**config.mk**
```make
export PLATFORM = sky130hd
export DESIGN_NAME = ansi_escape_filter
export DESIGN_NICKNAME = d
export VERILOG_FILES = /design/src/hdl/aef_pkg.sv /design/src/hdl/aef_ctrl.sv /design/src/hdl/aef_dp.sv /design/src/hdl/ansi_escape_filter.sv
export VERILOG_INCLUDE_DIRS = /design/src /design/src/hdl
export SDC_FILE = /design/constraint.sdc
export NUM_CORES = 1
export LEC_CHECK = 0
export BUFFER_PORTS_ARGS = -buffer_cell sky130_fd_sc_hd__buf_2
export CORE_UTILIZATION = 30
export DETAILED_ROUTE_END_ITERATION = 12
export HOLD_SLACK_MARGIN = 0.12
export SLEW_MARGIN = 20
export SYNTH_ARGS = -nofsm -noshare
export SYNTH_HDL_FRONTEND = slang
export SYNTH_SLANG_ARGS = --single-unit
```
**constraint.sdc**
```tcl
create_clock -name clk -period 7.1 [get_ports clk]
set_clock_uncertainty 0.2 [all_clocks]
set_input_delay 1.065 -clock clk [delete_from_list [all_inputs] [get_ports clk]]
set_output_delay 1.065 -clock clk [all_outputs]
set_load 0.05 [all_outputs]
```
**src/hdl/ansi_escape_filter_assert.svh**
```systemverilog
// ----------------------------------------------------------------------------
// ansi_escape_filter assertion macros
// Concurrent assertion wrappers clocked on clk and disabled during rst.
// ----------------------------------------------------------------------------
`ifndef ANSI_ESCAPE_FILTER_ASSERT_SVH
`define ANSI_ESCAPE_FILTER_ASSERT_SVH

`ifndef ASSERT_OFF
// same-cycle implication
`define AEF_ASSERT_NOW(lbl, ante, cons) \
  lbl: assert property (@(posedge clk) disable iff (rst) (ante) |-> (cons)) \
    else $error("aef assertion failed");
// next-cycle implication
`define AEF_ASSERT_NEXT(lbl, ante, cons) \
  lbl: assert property (@(posedge clk) disable iff (rst) (ante) |=> (cons)) \
    else $error("aef assertion failed");
`else
`define AEF_ASSERT_NOW(lbl, ante, cons)
`define AEF_ASSERT_NEXT(lbl, ante, cons)
`endif

`endif

```
**src/hdl/aef_pkg.sv**
```systemverilog
// ----------------------------------------------------------------------------
// aef_pkg
// Shared constants, command/status types and byte classifiers.
// ----------------------------------------------------------------------------
package aef_pkg;

  localparam int KEPT_W = 16;

  localparam logic [7:0] ESC_BYTE  = 8'h1B;
  localparam logic [7:0] CSI_OPEN  = 8'h5B;  // '['
  localparam logic [7:0] COLOR_CMD = 8'h6D;  // 'm'

  localparam logic [1:0] KEEP_STRIP = 2'd0;
  localparam logic [1:0] KEEP_COLOR = 2'd1;
  localparam logic [1:0] KEEP_CMDS  = 2'd2;

  typedef enum logic [2:0] {
    EMIT_IN,
    EMIT_ESC,
    EMIT_OPEN,
    EMIT_PARAM,
    EMIT_CMD,
    EMIT_DONE
  } emit_sel_t;

  typedef struct packed {
    logic      buf_clear;
    logic      buf_push;
    logic      ovf_set;
    logic      cmd_save;
    logic      rd_step;
    logic      emit;
    logic      emit_last;
    emit_sel_t emit_sel;
  } cmd_t;

  typedef struct packed {
    logic byte_zero;
    logic byte_esc;
    logic byte_open;
    logic byte_param;
    logic cmd_keep;
    logic seq_full;
    logic seq_empty;
    logic rd_last;
    logic out_free;
  } sts_t;

  // digits, ';' and '='
  function automatic logic is_param(input logic [7:0] c);
    logic r;
    r = ((c >= 8'h30) && (c <= 8'h39)) || (c == 8'h3B) || (c == 8'h3D);
    return r;
  endfunction

  // A B C D H I J K f h l m s u
  function automatic logic is_command(input logic [7:0] c);
    logic r;
    case (c)
      8'h41, 8'h42, 8'h43, 8'h44, 8'h48, 8'h49, 8'h4A, 8'h4B,
      8'h66, 8'h68, 8'h6C, 8'h6D, 8'h73, 8'h75: r = 1'b1;
      default: r = 1'b0;
    endcase
    return r;
  endfunction

endpackage

```
**src/hdl/aef_ctrl.sv**
```systemverilog
// ----------------------------------------------------------------------------
// aef_ctrl
// Escape parser state machine and replay sequencer.
// ----------------------------------------------------------------------------
`include "ansi_escape_filter_assert.svh"

module aef_ctrl (
  input  logic          clk,
  input  logic          rst,
  input  logic          in_valid,
  output logic          in_stall,
  input  aef_pkg::sts_t sts,
  output aef_pkg::cmd_t cmd
);

  typedef enum logic [2:0] {
    ST_TEXT,
    ST_ESC,
    ST_CSI,
    ST_REP_OPEN,
    ST_REP_PARAM,
    ST_REP_CMD
  } state_t;

  state_t state;
  state_t state_next;
  logic   accepting;
  logic   take;

  always_comb begin
    cmd          = '0;
    cmd.emit_sel = aef_pkg::EMIT_IN;
    state_next   = state;
    accepting    = (state == ST_TEXT) || (state == ST_ESC) || (state == ST_CSI);
    in_stall     = !(accepting && sts.out_free);
    take         = in_valid && !in_stall;

    if (take && sts.byte_zero) begin
      // end of string from any phase
      cmd.emit      = 1'b1;
      cmd.emit_last = 1'b1;
      cmd.emit_sel  = aef_pkg::EMIT_DONE;
      cmd.buf_clear = 1'b1;
      state_next    = ST_TEXT;
    end else begin
      case (state)
        ST_TEXT: begin
          if (take) begin
            if (sts.byte_esc) begin
              state_next = ST_ESC;
            end else begin
              cmd.emit      = 1'b1;
              cmd.emit_last = 1'b1;
              cmd.emit_sel  = aef_pkg::EMIT_IN;
            end
          end
        end
        ST_ESC: begin
          if (take) begin
            if (sts.byte_open) begin
              cmd.buf_clear = 1'b1;
              state_next    = ST_CSI;
            end else begin
              state_next = ST_TEXT;
            end
          end
        end
        ST_CSI: begin
          if (take) begin
            if (sts.byte_param) begin
              if (sts.seq_full) begin
                cmd.ovf_set = 1'b1;
              end else begin
                cmd.buf_push = 1'b1;
              end
            end else if (sts.cmd_keep) begin
              cmd.cmd_save = 1'b1;
              cmd.emit     = 1'b1;
              cmd.emit_sel = aef_pkg::EMIT_ESC;
              state_next   = ST_REP_OPEN;
            end else begin
              state_next = ST_TEXT;
            end
          end
        end
        ST_REP_OPEN: begin
          if (sts.out_free) begin
            cmd.emit     = 1'b1;
            cmd.emit_sel = aef_pkg::EMIT_OPEN;
            state_next   = sts.seq_empty ? ST_REP_CMD : ST_REP_PARAM;
          end
        end
        ST_REP_PARAM: begin
          if (sts.out_free) begin
            cmd.emit     = 1'b1;
            cmd.emit_sel = aef_pkg::EMIT_PARAM;
            cmd.rd_step  = 1'b1;
            if (sts.rd_last) begin
              state_next = ST_REP_CMD;
            end
          end
        end
        ST_REP_CMD: begin
          if (sts.out_free) begin
            cmd.emit      = 1'b1;
            cmd.emit_last = 1'b1;
            cmd.emit_sel  = aef_pkg::EMIT_CMD;
            state_next    = ST_TEXT;
          end
        end
        default: begin
          state_next = ST_TEXT;
        end
      endcase
    end
  end

  always_ff @(posedge clk) begin
    if (rst) begin
      state <= ST_TEXT;
    end else begin
      state <= state_next;
    end
  end

  `AEF_ASSERT_NOW(a_emit_room, cmd.emit, sts.out_free)
  `AEF_ASSERT_NOW(a_param_nonempty, state == ST_REP_PARAM, !sts.seq_empty)
  `AEF_ASSERT_NOW(a_push_room, cmd.buf_push, !sts.seq_full)
  `AEF_ASSERT_NEXT(a_keep_opens, cmd.cmd_save, state == ST_REP_OPEN)

endmodule

```
**src/hdl/aef_dp.sv**
```systemverilog
// ----------------------------------------------------------------------------
// aef_dp
// Sequence buffer, kept counter, mode register and output register.
// ----------------------------------------------------------------------------
`include "ansi_escape_filter_assert.svh"

module aef_dp #(
  parameter int MAX_SEQUENCE = 16,
  parameter int COUNT_WIDTH  = 16
) (
  input  logic                        clk,
  input  logic                        rst,
  input  logic                        cfg_valid,
  output logic                        cfg_ready,
  input  logic [1:0]                  keep_mode,
  input  logic [7:0]                  in_byte,
  input  aef_pkg::cmd_t               cmd,
  output aef_pkg::sts_t               sts,
  output logic                        out_valid,
  input  logic                        out_stall,
  output logic [7:0]                  out_byte,
  output logic                        run_last,
  output logic                        string_done,
  output logic [aef_pkg::KEPT_W-1:0]  kept_count
);

  localparam int LEN_W       = $clog2(MAX_SEQUENCE);
  localparam int PARAM_LIMIT = MAX_SEQUENCE - 3;

  logic [1:0]             mode;
  logic [7:0]             seq_mem [MAX_SEQUENCE];
  logic [LEN_W-1:0]       seq_len;
  logic                   seq_ovf;
  logic [7:0]             cmd_byte;
  logic [LEN_W-1:0]       rd_ptr;
  logic [LEN_W-1:0]       rd_ptr_inc;
  logic [LEN_W-1:0]       rd_ptr_next;
  logic [7:0]             rd_data;
  logic [COUNT_WIDTH-1:0] cnt;
  logic [COUNT_WIDTH-1:0] cnt_inc;
  logic [COUNT_WIDTH-1:0] cnt_show;
  logic [31:0]            cnt_wide;
  logic [7:0]             emit_byte;
  logic                   emit_done;

  assign cfg_ready = 1'b1;

  always_ff @(posedge clk) begin
    if (rst) begin
      mode <= aef_pkg::KEEP_STRIP;
    end else if (cfg_valid) begin
      mode <= keep_mode;
    end
  end

  // status
  assign rd_ptr_inc = rd_ptr + LEN_W'(1);

  always_comb begin
    sts.byte_zero  = (in_byte == 8'h00);
    sts.byte_esc   = (in_byte == aef_pkg::ESC_BYTE);
    sts.byte_open  = (in_byte == aef_pkg::CSI_OPEN);
    sts.byte_param = aef_pkg::is_param(in_byte);
    sts.cmd_keep   = !seq_ovf &&
                     (((mode == aef_pkg::KEEP_CMDS) && aef_pkg::is_command(in_byte)) ||
                      ((mode == aef_pkg::KEEP_COLOR) && (in_byte == aef_pkg::COLOR_CMD)));
    sts.seq_full   = (seq_len >= LEN_W'(PARAM_LIMIT));
    sts.seq_empty  = (seq_len == '0);
    sts.rd_last    = (rd_ptr_inc == seq_len);
    sts.out_free   = !out_valid || !out_stall;
  end

  // sequence buffer: read address runs one step ahead so rd_data tracks rd_ptr
  assign rd_ptr_next = cmd.cmd_save ? '0 : (cmd.rd_step ? rd_ptr_inc : rd_ptr);

  always_ff @(posedge clk) begin
    if (cmd.buf_push) begin
      seq_mem[seq_len] <= in_byte;
    end
    rd_data <= seq_mem[rd_ptr_next];
  end

  always_ff @(posedge clk) begin
    if (rst) begin
      seq_len <= '0;
      seq_ovf <= 1'b0;
      rd_ptr  <= '0;
    end else begin
      rd_ptr <= rd_ptr_next;
      if (cmd.buf_clear) begin
        seq_len <= '0;
        seq_ovf <= 1'b0;
      end else if (cmd.buf_push) begin
        seq_len <= seq_len + LEN_W'(1);
      end else if (cmd.ovf_set) begin
        seq_ovf <= 1'b1;
      end
    end
  end

  always_ff @(posedge clk) begin
    if (cmd.cmd_save) begin
      cmd_byte <= in_byte;
    end
  end

  // result value select
  always_comb begin
    case (cmd.emit_sel)
      aef_pkg::EMIT_IN:    emit_byte = in_byte;
      aef_pkg::EMIT_ESC:   emit_byte = aef_pkg::ESC_BYTE;
      aef_pkg::EMIT_OPEN:  emit_byte = aef_pkg::CSI_OPEN;
      aef_pkg::EMIT_PARAM: emit_byte = rd_data;
      aef_pkg::EMIT_CMD:   emit_byte = cmd_byte;
      default:             emit_byte = 8'h00;
    endcase
  end

  assign emit_done = (cmd.emit_sel == aef_pkg::EMIT_DONE);
  assign cnt_inc   = (cnt == '1) ? cnt : cnt + COUNT_WIDTH'(1);
  assign cnt_show  = emit_done ? cnt : cnt_inc;
  assign cnt_wide  = 32'(cnt_show);

  always_ff @(posedge clk) begin
    if (rst) begin
      cnt       <= '0;
      out_valid <= 1'b0;
    end else if (cmd.emit) begin
      cnt       <= emit_done ? '0 : cnt_inc;
      out_valid <= 1'b1;
    end else if (!out_stall) begin
      out_valid <= 1'b0;
    end
  end

  always_ff @(posedge clk) begin
    if (cmd.emit) begin
      out_byte    <= emit_byte;
      run_last    <= cmd.emit_last;
      string_done <= emit_done;
      kept_count  <= cnt_wide[aef_pkg::KEPT_W-1:0];
    end
  end

  `AEF_ASSERT_NOW(a_done_is_last, out_valid && string_done, run_last)
  `AEF_ASSERT_NEXT(a_clear_empties, cmd.buf_clear, seq_len == '0 && !seq_ovf)

endmodule

```
**src/hdl/ansi_escape_filter.sv**
```systemverilog
// ----------------------------------------------------------------------------
// ansi_escape_filter
// Strips ANSI escape sequences from zero-terminated byte strings.
// ----------------------------------------------------------------------------
// Usage:
//   Input channel in_valid/in_stall/in_byte carries one byte per request;
//   a zero byte ends the string. Output channel out_valid/out_stall carries
//   out_byte, run_last, string_done and kept_count. keep_mode is written
//   through cfg_valid/cfg_ready (always ready) while the block is idle:
//   0 strip all, 1 keep color ('m') sequences, 2 keep known commands.
// Timing:
//   A result appears in the output register the cycle after its byte is
//   accepted, so plain text streams at one byte per cycle while out_stall is
//   low. A kept CSI sequence of N parameters replays N+3 results, one per
//   cycle while out_stall is low, and in_stall is held after its command
//   byte while the replay sequencer walks the parameter buffer.
// Stall:
//   The single output register is refilled in the cycle it is taken, so
//   in_stall follows out_stall while a result waits; nothing is lost.
// Reset:
//   rst (synchronous) returns the parser to text, clears the count and
//   out_valid and sets keep_mode to strip-all.
// ----------------------------------------------------------------------------
module ansi_escape_filter #(
  parameter int MAX_SEQUENCE = 16,
  parameter int COUNT_WIDTH  = 16
) (
  input  logic                        clk,
  input  logic                        rst,
  input  logic                        cfg_valid,
  output logic                        cfg_ready,
  input  logic [1:0]                  keep_mode,
  input  logic                        in_valid,
  output logic                        in_stall,
  input  logic [7:0]                  in_byte,
  output logic                        out_valid,
  input  logic                        out_stall,
  output logic [7:0]                  out_byte,
  output logic                        run_last,
  output logic                        string_done,
  output logic [aef_pkg::KEPT_W-1:0]  kept_count
);

  aef_pkg::cmd_t cmd;
  aef_pkg::sts_t sts;

  // parser and replay sequencer
  aef_ctrl u_ctrl (
    .clk      (clk),
    .rst      (rst),
    .in_valid (in_valid),
    .in_stall (in_stall),
    .sts      (sts),
    .cmd      (cmd)
  );

  // buffer, counter, mode register, output register
  aef_dp #(
    .MAX_SEQUENCE (MAX_SEQUENCE),
    .COUNT_WIDTH  (COUNT_WIDTH)
  ) u_dp (
    .clk         (clk),
    .rst         (rst),
    .cfg_valid   (cfg_valid),
    .cfg_ready   (cfg_ready),
    .keep_mode   (keep_mode),
    .in_byte     (in_byte),
    .cmd         (cmd),
    .sts         (sts),
    .out_valid   (out_valid),
    .out_stall   (out_stall),
    .out_byte    (out_byte),
    .run_last    (run_last),
    .string_done (string_done),
    .kept_count  (kept_count)
  );

endmodule

```
==> run_results.csv, run 1 <==
group,metric,value,unit
outcome,outcome,"finished, final reports clean",
setup_path,r2r_cells,10,
timing,relSlewSlack,25.0,%
power_and_ir_drop,internal_power,2030,uW
finish,area_growth_syn_to_layout,14.9,%
timing,setup_violations,0,
clocking,clock-sinks,201,
grt,antenna_found_initial,0,
timing,clock.fmax,221,MHz
power_and_ir_drop,sequentialPowerShare,49.3,%
die,rows,62,
die,fp.dieH,175,um
timing,setup_tns,0,ns
power_and_ir_drop,pwr-share-clk,42.9,%
drt,drt-pass1-iter-count,7,
synthesis,netlist_area,0.00897,mm^2
synthesis,synth_top_area_cell,"edfxtp_1",
synthesis,synth_top_area_share,54.3,%
clocking,clkLatencyLatePin,0.53,ns
flow_run,maxCapViolCount,0,
worst_hold_path,hp-class,"reg -> reg",
power_and_ir_drop,p_per_area,260,mW/mm^2
power_and_ir_drop,total_leakage_power,0.00351,uW
finish,final_common_cell,"edfxtp_1",
clocking,cts_tree,"built",
place,gp_congestion,0.844,
clocking,clk_pin_slew,0.06,ns
power_and_ir_drop,combPwrFrac,7.8,%
synthesis,syn-instance-count,707,
drt,viasPerCell,5.08,
setup_path,crit_required,7.28,ns
grt,grt_pass1_vias,5651,
timing,tightestPinTransition,1.12,ns
die,io_pins,44,
clocking,root_buffer,"clkbuf_16",
drt,drc_errors,0,
power_and_ir_drop,switching_share,24.4,%
die,dieArea,0.0306,mm^2
worst_hold_path,worst_hold_startpoint,"u_dp.cnt[10]",
place,dp_hpwl,13.6,mm
synthesis,synthArstFlopShare,0,%
drt,drt_iter0_markers,555,
setup_path,reg2reg_from,"u_ctrl.state[2]",
finish,antennaDiodeCount,0,
die,core,0.0291,mm^2
timing,layout_min_cycle_time,4.53,ns
place,dp.cells,1115,
worst_hold_path,min_to,"u_dp.cnt[10]",
clocking,hold_buffers,0,
finish,layout-drive-gt1-share,14.5,%
setup_path,max_stage_delay,0.57,ns
drt,antenna_left,0,
clocking,cts_max_level,1,
setup_path,worstPathCellList,"buf_2, inv_1, or4_1, o211ai_1, nand3_2, clkinv_2, buf_4, nor2_1, buf_4, inv_2, o21ai_0, a21oi_1, nor2_1",
die,die_w,175,um
power_and_ir_drop,vdd_drop_max,0.206,mV
power_and_ir_drop,switchingPower,655,uW
clocking,cts_buffers,23,
drt,wl_per_cell,18.1,um
timing,setup_ws,2.57,ns
timing,min_period_over_period,63.8,%
clocking,post_cts_resized,0,
synthesis,synth_flop_cell,"edfxtp_1",
setup_path,crit_type,"in -> reg",
finish,nets,779,
clocking,post_cts_buffers,0,
synthesis,yosysSeqAreaShare,63.0,%
power_and_ir_drop,total_power,2680,uW
setup_path,crit_fanout,37,
setup_path,crit_arrival,4.71,ns
setup_path,crit_family,"buffers and inverters",
timing,hold_violations,0,
setup_path,slowest_stage,"inv_2",
synthesis,synth_edf_count,162,
finish,nFillCells,2843,
synthesis,ys_seq_elements,201,
synthesis,ys_types,73,
setup_path,r2r-end,"u_dp.rd_data[5]",
worst_hold_path,whs_path_depth,2,
clocking,clockBufferDepth,3,
place,port_buffers,42,
timing,slew_viol_final,0,
setup_path,critPathLaunchType,"input port",
synthesis,yosys_warnings,0,
setup_path,critPathBufInv,6,
drt,num_vias,5867,
drt,drt-total-wl,20.9,mm
synthesis,synth_area_leaders,"edfxtp_1 54%, dfxtp_1 8.7%, mux2i_1 3.0%",
grt,grt_max_degree,38,
timing,rsz0062_at_grt,"no",
die,initial_utilization,30.8,%
grt,track_usage,13.7,%
setup_path,reg2reg_setup_slack,3.04,ns
finish,mostFrequentLayoutCells,"162 x edfxtp_1, 64 x nor2_1, 45 x nand2_1",
synthesis,synth.avg_cell_area,12.7,um^2
finish,post-route-util,35.4,%
grt,grt_pass1_wl,32.6,mm
grt,overflow,0,
place,post-place-ws,2.04,ns
setup_path,cp-end-kind,"register",
finish,layoutNonFillerInstCount,1156,
[cell type report]
type / instances / area, um^2 / share of cell area (%)
Clock buffer: 29 / 598 / 5.80
Clock inverter: 12 / 128 / 1.24
Inverter: 15 / 57.6 / 0.559
Multi-Input combinational cell: 463 / 3110 / 30.2
Sequential cell: 201 / 5650 / 54.8
Tap cell: 384 / 480 / 4.66
Timing Repair Buffer: 52 / 285 / 2.77
[metrics by stage]
| step | hold WS [ns] | instance area [um^2] |
|---|---|---|
| after global routing | 0.342 | 10300 |
| after detailed placement | 0.301 | 9580 |
| final | 0.325 | 10300 |
| after CTS | 0.310 | 10300 |
| after floorplan | 0.271 | 8990 |
| after global placement | 0.303 | 9580 |
[how the worst max path moves through the flow]
stage,to,from,cells past startpoint
6_report,u_dp.cnt[6],in_byte[0],13
4_1_cts,u_dp.cnt[6],in_byte[0],13
2_1_floorplan,u_dp.out_byte[0],in_byte[0],10
5_1_grt,u_dp.cnt[6],in_byte[0],13
3_3_place_gp,u_dp.cnt[6],in_byte[0],13
3_5_place_dp,u_dp.cnt[6],in_byte[0],13
[sequential cells by signal, indices dropped and copies added, names as in the netlist, 4 cells and up]
name and count:
u_dp.cmd_byte 8, u_dp.cnt 16, u_dp.kept_count 16, u_dp.out_byte 8, u_dp.rd_data 8, u_dp.rd_ptr 4
u_dp.seq_len 4, u_dp.seq_mem 128
[synthesized netlist by cell type (10+ instances only)]
cell type / instances
a21oi_1: 29
and2_1: 10
and3_1: 15
clkbuf_1: 17
dfxtp_1: 39
edfxtp_1: 162
inv_1: 12
mux2_1: 14
mux2i_1: 27
nand2_1: 45
nand3_1: 39
nand4_1: 15
nor2_1: 64
o211ai_1: 22
o21ai_0: 33
xnor2_1: 13
[worst register-to-register path, stage by stage (launching register included)]
cell	delay, ns
dfxtp_1	0.47
inv_1	0.19
ha_1	0.26
o211ai_2	0.40
a21oi_1	0.14
nand3_2	0.39
clkinv_2	0.16
nor2_4	0.89
mux2_1	0.41
o211ai_1	0.21
nand4_1	0.20
[cell families after synthesis]
kind of cell | Yosys count | share of synthesized area [%]
AOI/OAI and AO/OA | 136 | 9.84
xor gates and xnor gates | 24 | 2.64
adders and majority gates | 8 | 1.12
buffers and inverters | 50 | 2.72
DFF | 201 | 63.0
muxes | 51 | 7.03
other | 2 | 0.0838
and+or+nand+nor | 235 | 13.6
[metal layers]
metal  global-route usage (%)  up-vias  wire length [um]
li1                         -     2774                 -
met5                        0        -                 0
met4                     3.84        0               383
met1                     19.4     2888              9880
met2                     21.6      176              9380
met3                     2.35       29              1240
[power by group through the flow]
stage               sequential (uW)  clock [uW]  combinational (uW)
finish                         1320        1150                 209
global route                   1320        1220                 223
CTS                            1320        1180                 210
detailed placement             1350           0                 210
global placement               1350           0                 207
floorplan                      1420           0                68.9
No activity file was read; power rests on OpenSTA's default activity.
==> run 2: changes to the inputs <==
==> constraint.sdc (replaced) <==
create_clock -name clk -period 4.1 [get_ports clk]
set_clock_uncertainty 0.2 [all_clocks]
set_input_delay 0.615 -clock clk [delete_from_list [all_inputs] [get_ports clk]]
set_output_delay 0.615 -clock clk [all_outputs]
set_load 0.05 [all_outputs]
==> run_results.csv, run 2 (same netlist as run 1, synthesis figures left out) <==
group,metric,value,unit
setup_path,slowest_stage,"nor2_1",
timing,setup_tns,0,ns
drt,drc_errors,0,
setup_path,crit_fanout,37,
drt,antenna_left,0,
drt,num_vias,5876,
clocking,clk_pin_slew,0.06,ns
clocking,clkLatencyLatePin,0.52,ns
timing,min_period_over_period,89.0,%
drt,drt-pass1-iter-count,5,
drt,drt-total-wl,21.8,mm
finish,postLayoutCellArea,0.0105,mm^2
die,io_pins,44,
timing,relSlewSlack,31.5,%
die,rows,62,
setup_path,r2r_cells,12,
finish,mostFrequentLayoutCells,"162 x edfxtp_1, 64 x nor2_1, 45 x nand2_1",
drt,drt-met1-wl,10.4,mm
drt,drt_iter0_markers,532,
clocking,hold_buffers,0,
finish,layout-drive-gt1-share,16.9,%
worst_hold_path,min_to,"u_dp.mode[1]",
timing,clock.fmax,274,MHz
finish,largest_reg_flops,128,
worst_hold_path,hp-class,"in -> reg",
finish,nFillCells,2800,
timing,slew_viol_final,0,
setup_path,max_stage_delay,0.81,ns
drt,topRoutingLayerUsed,"met4",
grt,antenna_found_initial,0,
drt,wl_met2,9.72,mm
drt,wl_met3,1.22,mm
clocking,post_cts_buffers,0,
finish,top_register,"u_dp.seq_mem",
timing,tightestPinTransition,1.02,ns
setup_path,reg2reg_from,"u_ctrl.state[2]",
setup_path,reg2reg_setup_slack,0.45,ns
timing,layout_min_cycle_time,3.65,ns
place,dp_hpwl,14.7,mm
clocking,clockBufferDepth,3,
setup_path,crit_required,4.26,ns
clocking,cts_tree,"built",
setup_path,crit_family,"simple AND/OR/NAND/NOR gates",
timing,setup_violations,0,
timing,hold_violations,0,
setup_path,r2r-end,"u_dp.cnt[14]",
place,gp_congestion,0.798,
grt,track_usage,14.3,%
place,port_buffers,42,
finish,antennaDiodeCount,0,
die,die_w,175,um
worst_hold_path,whs_path_depth,3,
clocking,cts_buffers,24,
finish,area_growth_syn_to_layout,17.2,%
finish,reg.largest.list,"u_dp.seq_mem x128, u_dp.cnt x16, u_dp.kept_count x16",
setup_path,crit_start,"u_ctrl.state[2]",
setup_path,crit_type,"reg -> reg",
setup_path,crit_arrival,3.81,ns
grt,grt_pass1_vias,5827,
grt,overflow,0,
outcome,outcome,"finished, final reports clean",
finish,nets,796,
timing,rsz0062_at_grt,"no",
setup_path,critPathLaunchType,"register",
worst_hold_path,worst_hold_startpoint,"keep_mode[1]",
finish,post-route-util,36.1,%
die,initial_utilization,30.8,%
clocking,root_buffer,"clkbuf_16",
drt,wl_per_cell,18.5,um
die,core,0.0291,mm^2
setup_path,worstPathCellList,"inv_1, ha_1, o211ai_2, a21oi_1, nand3_2, clkinv_2, buf_4, nor2_1, inv_2, buf_12, a31oi_1, a211oi_1",
clocking,post_cts_resized,0,
power_and_ir_drop,vdd_drop_max,0.324,mV
drt,viasPerCell,5.00,
clocking,clock-sinks,201,
flow_run,maxCapViolCount,0,
setup_path,cp-end-kind,"register",
power_and_ir_drop,total_leakage_power,0.00363,uW
grt,grt_max_degree,38,
power_and_ir_drop,p_per_area,453,mW/mm^2
place,dpl_cell_area,0.00971,mm^2
setup_path,critPathBufInv,5,
finish,final_common_cell,"edfxtp_1",
die,dieArea,0.0306,mm^2
die,fp.dieH,175,um
grt,grt_pass1_wl,34.2,mm
clocking,cts_max_level,1,
==> run 2: stage by stage <==
step | total power, uW | hold slack, ns | cells | setup WS, ns
final | 4760 | 0.148 | 1175 | 0.450
after global routing | 4920 | 0.163 | 1175 | 0.169
after CTS | 4820 | 0.131 | 1175 | 0.477
after detailed placement | 2710 | 0.302 | 1131 | 0.335
after global placement | 2710 | 0.301 | 1131 | 0.390
after floorplan | 2580 | 0.271 | 714 | 1.04
==> run 2: power by group <==
group	total [uW]	internal [uW]	switching, uW
registers	2290	2270	21.6
logic	378	84.1	293
clock network	2100	1280	819
total	4760	3630	1130
==> run 2: worst reg2reg max path: cells and delay by family (launching register included) <==
family / cells / cell delay, ns
buffers and inverters: 5 / 0.82
adder cells (fa/ha/maj): 1 / 0.25
flip-flops: 1 / 0.48
AND/OR/NAND/NOR: 2 / 0.95
AO/OA/AOI/OAI: 4 / 0.79
==> run 2: per-layer routing <==
metal | track usage (%) | vias to the layer above
met3 | 2.33 | 30
met1 | 20.7 | 2851
met5 | 0 | -
met4 | 4.24 | 0
li1 | - | 2810
met2 | 22.0 | 185
==> run 2: how the worst max path moves through the flow <==
stage	endpoint	cells past startpoint
5_1_grt	u_dp.rd_data[2]	11
3_3_place_gp	u_dp.cnt[6]	14
6_report	u_dp.cnt[14]	12
4_1_cts	u_dp.cnt[14]	12
2_1_floorplan	u_dp.out_byte[0]	10
3_5_place_dp	u_dp.cnt[14]	12
==> run 2: cell type report <==
| class | instances | area [um^2] | share of cell area, % |
|---|---|---|---|
| flip-flops and latches | 201 | 5650 | 53.7 |
| multi-input cells | 463 | 3110 | 29.6 |
| clock buffers | 33 | 674 | 6.42 |
| well taps | 384 | 480 | 4.57 |
| repair buffers | 68 | 418 | 3.98 |
| clock inverters | 11 | 125 | 1.19 |
| inverters | 15 | 57.6 | 0.548 |
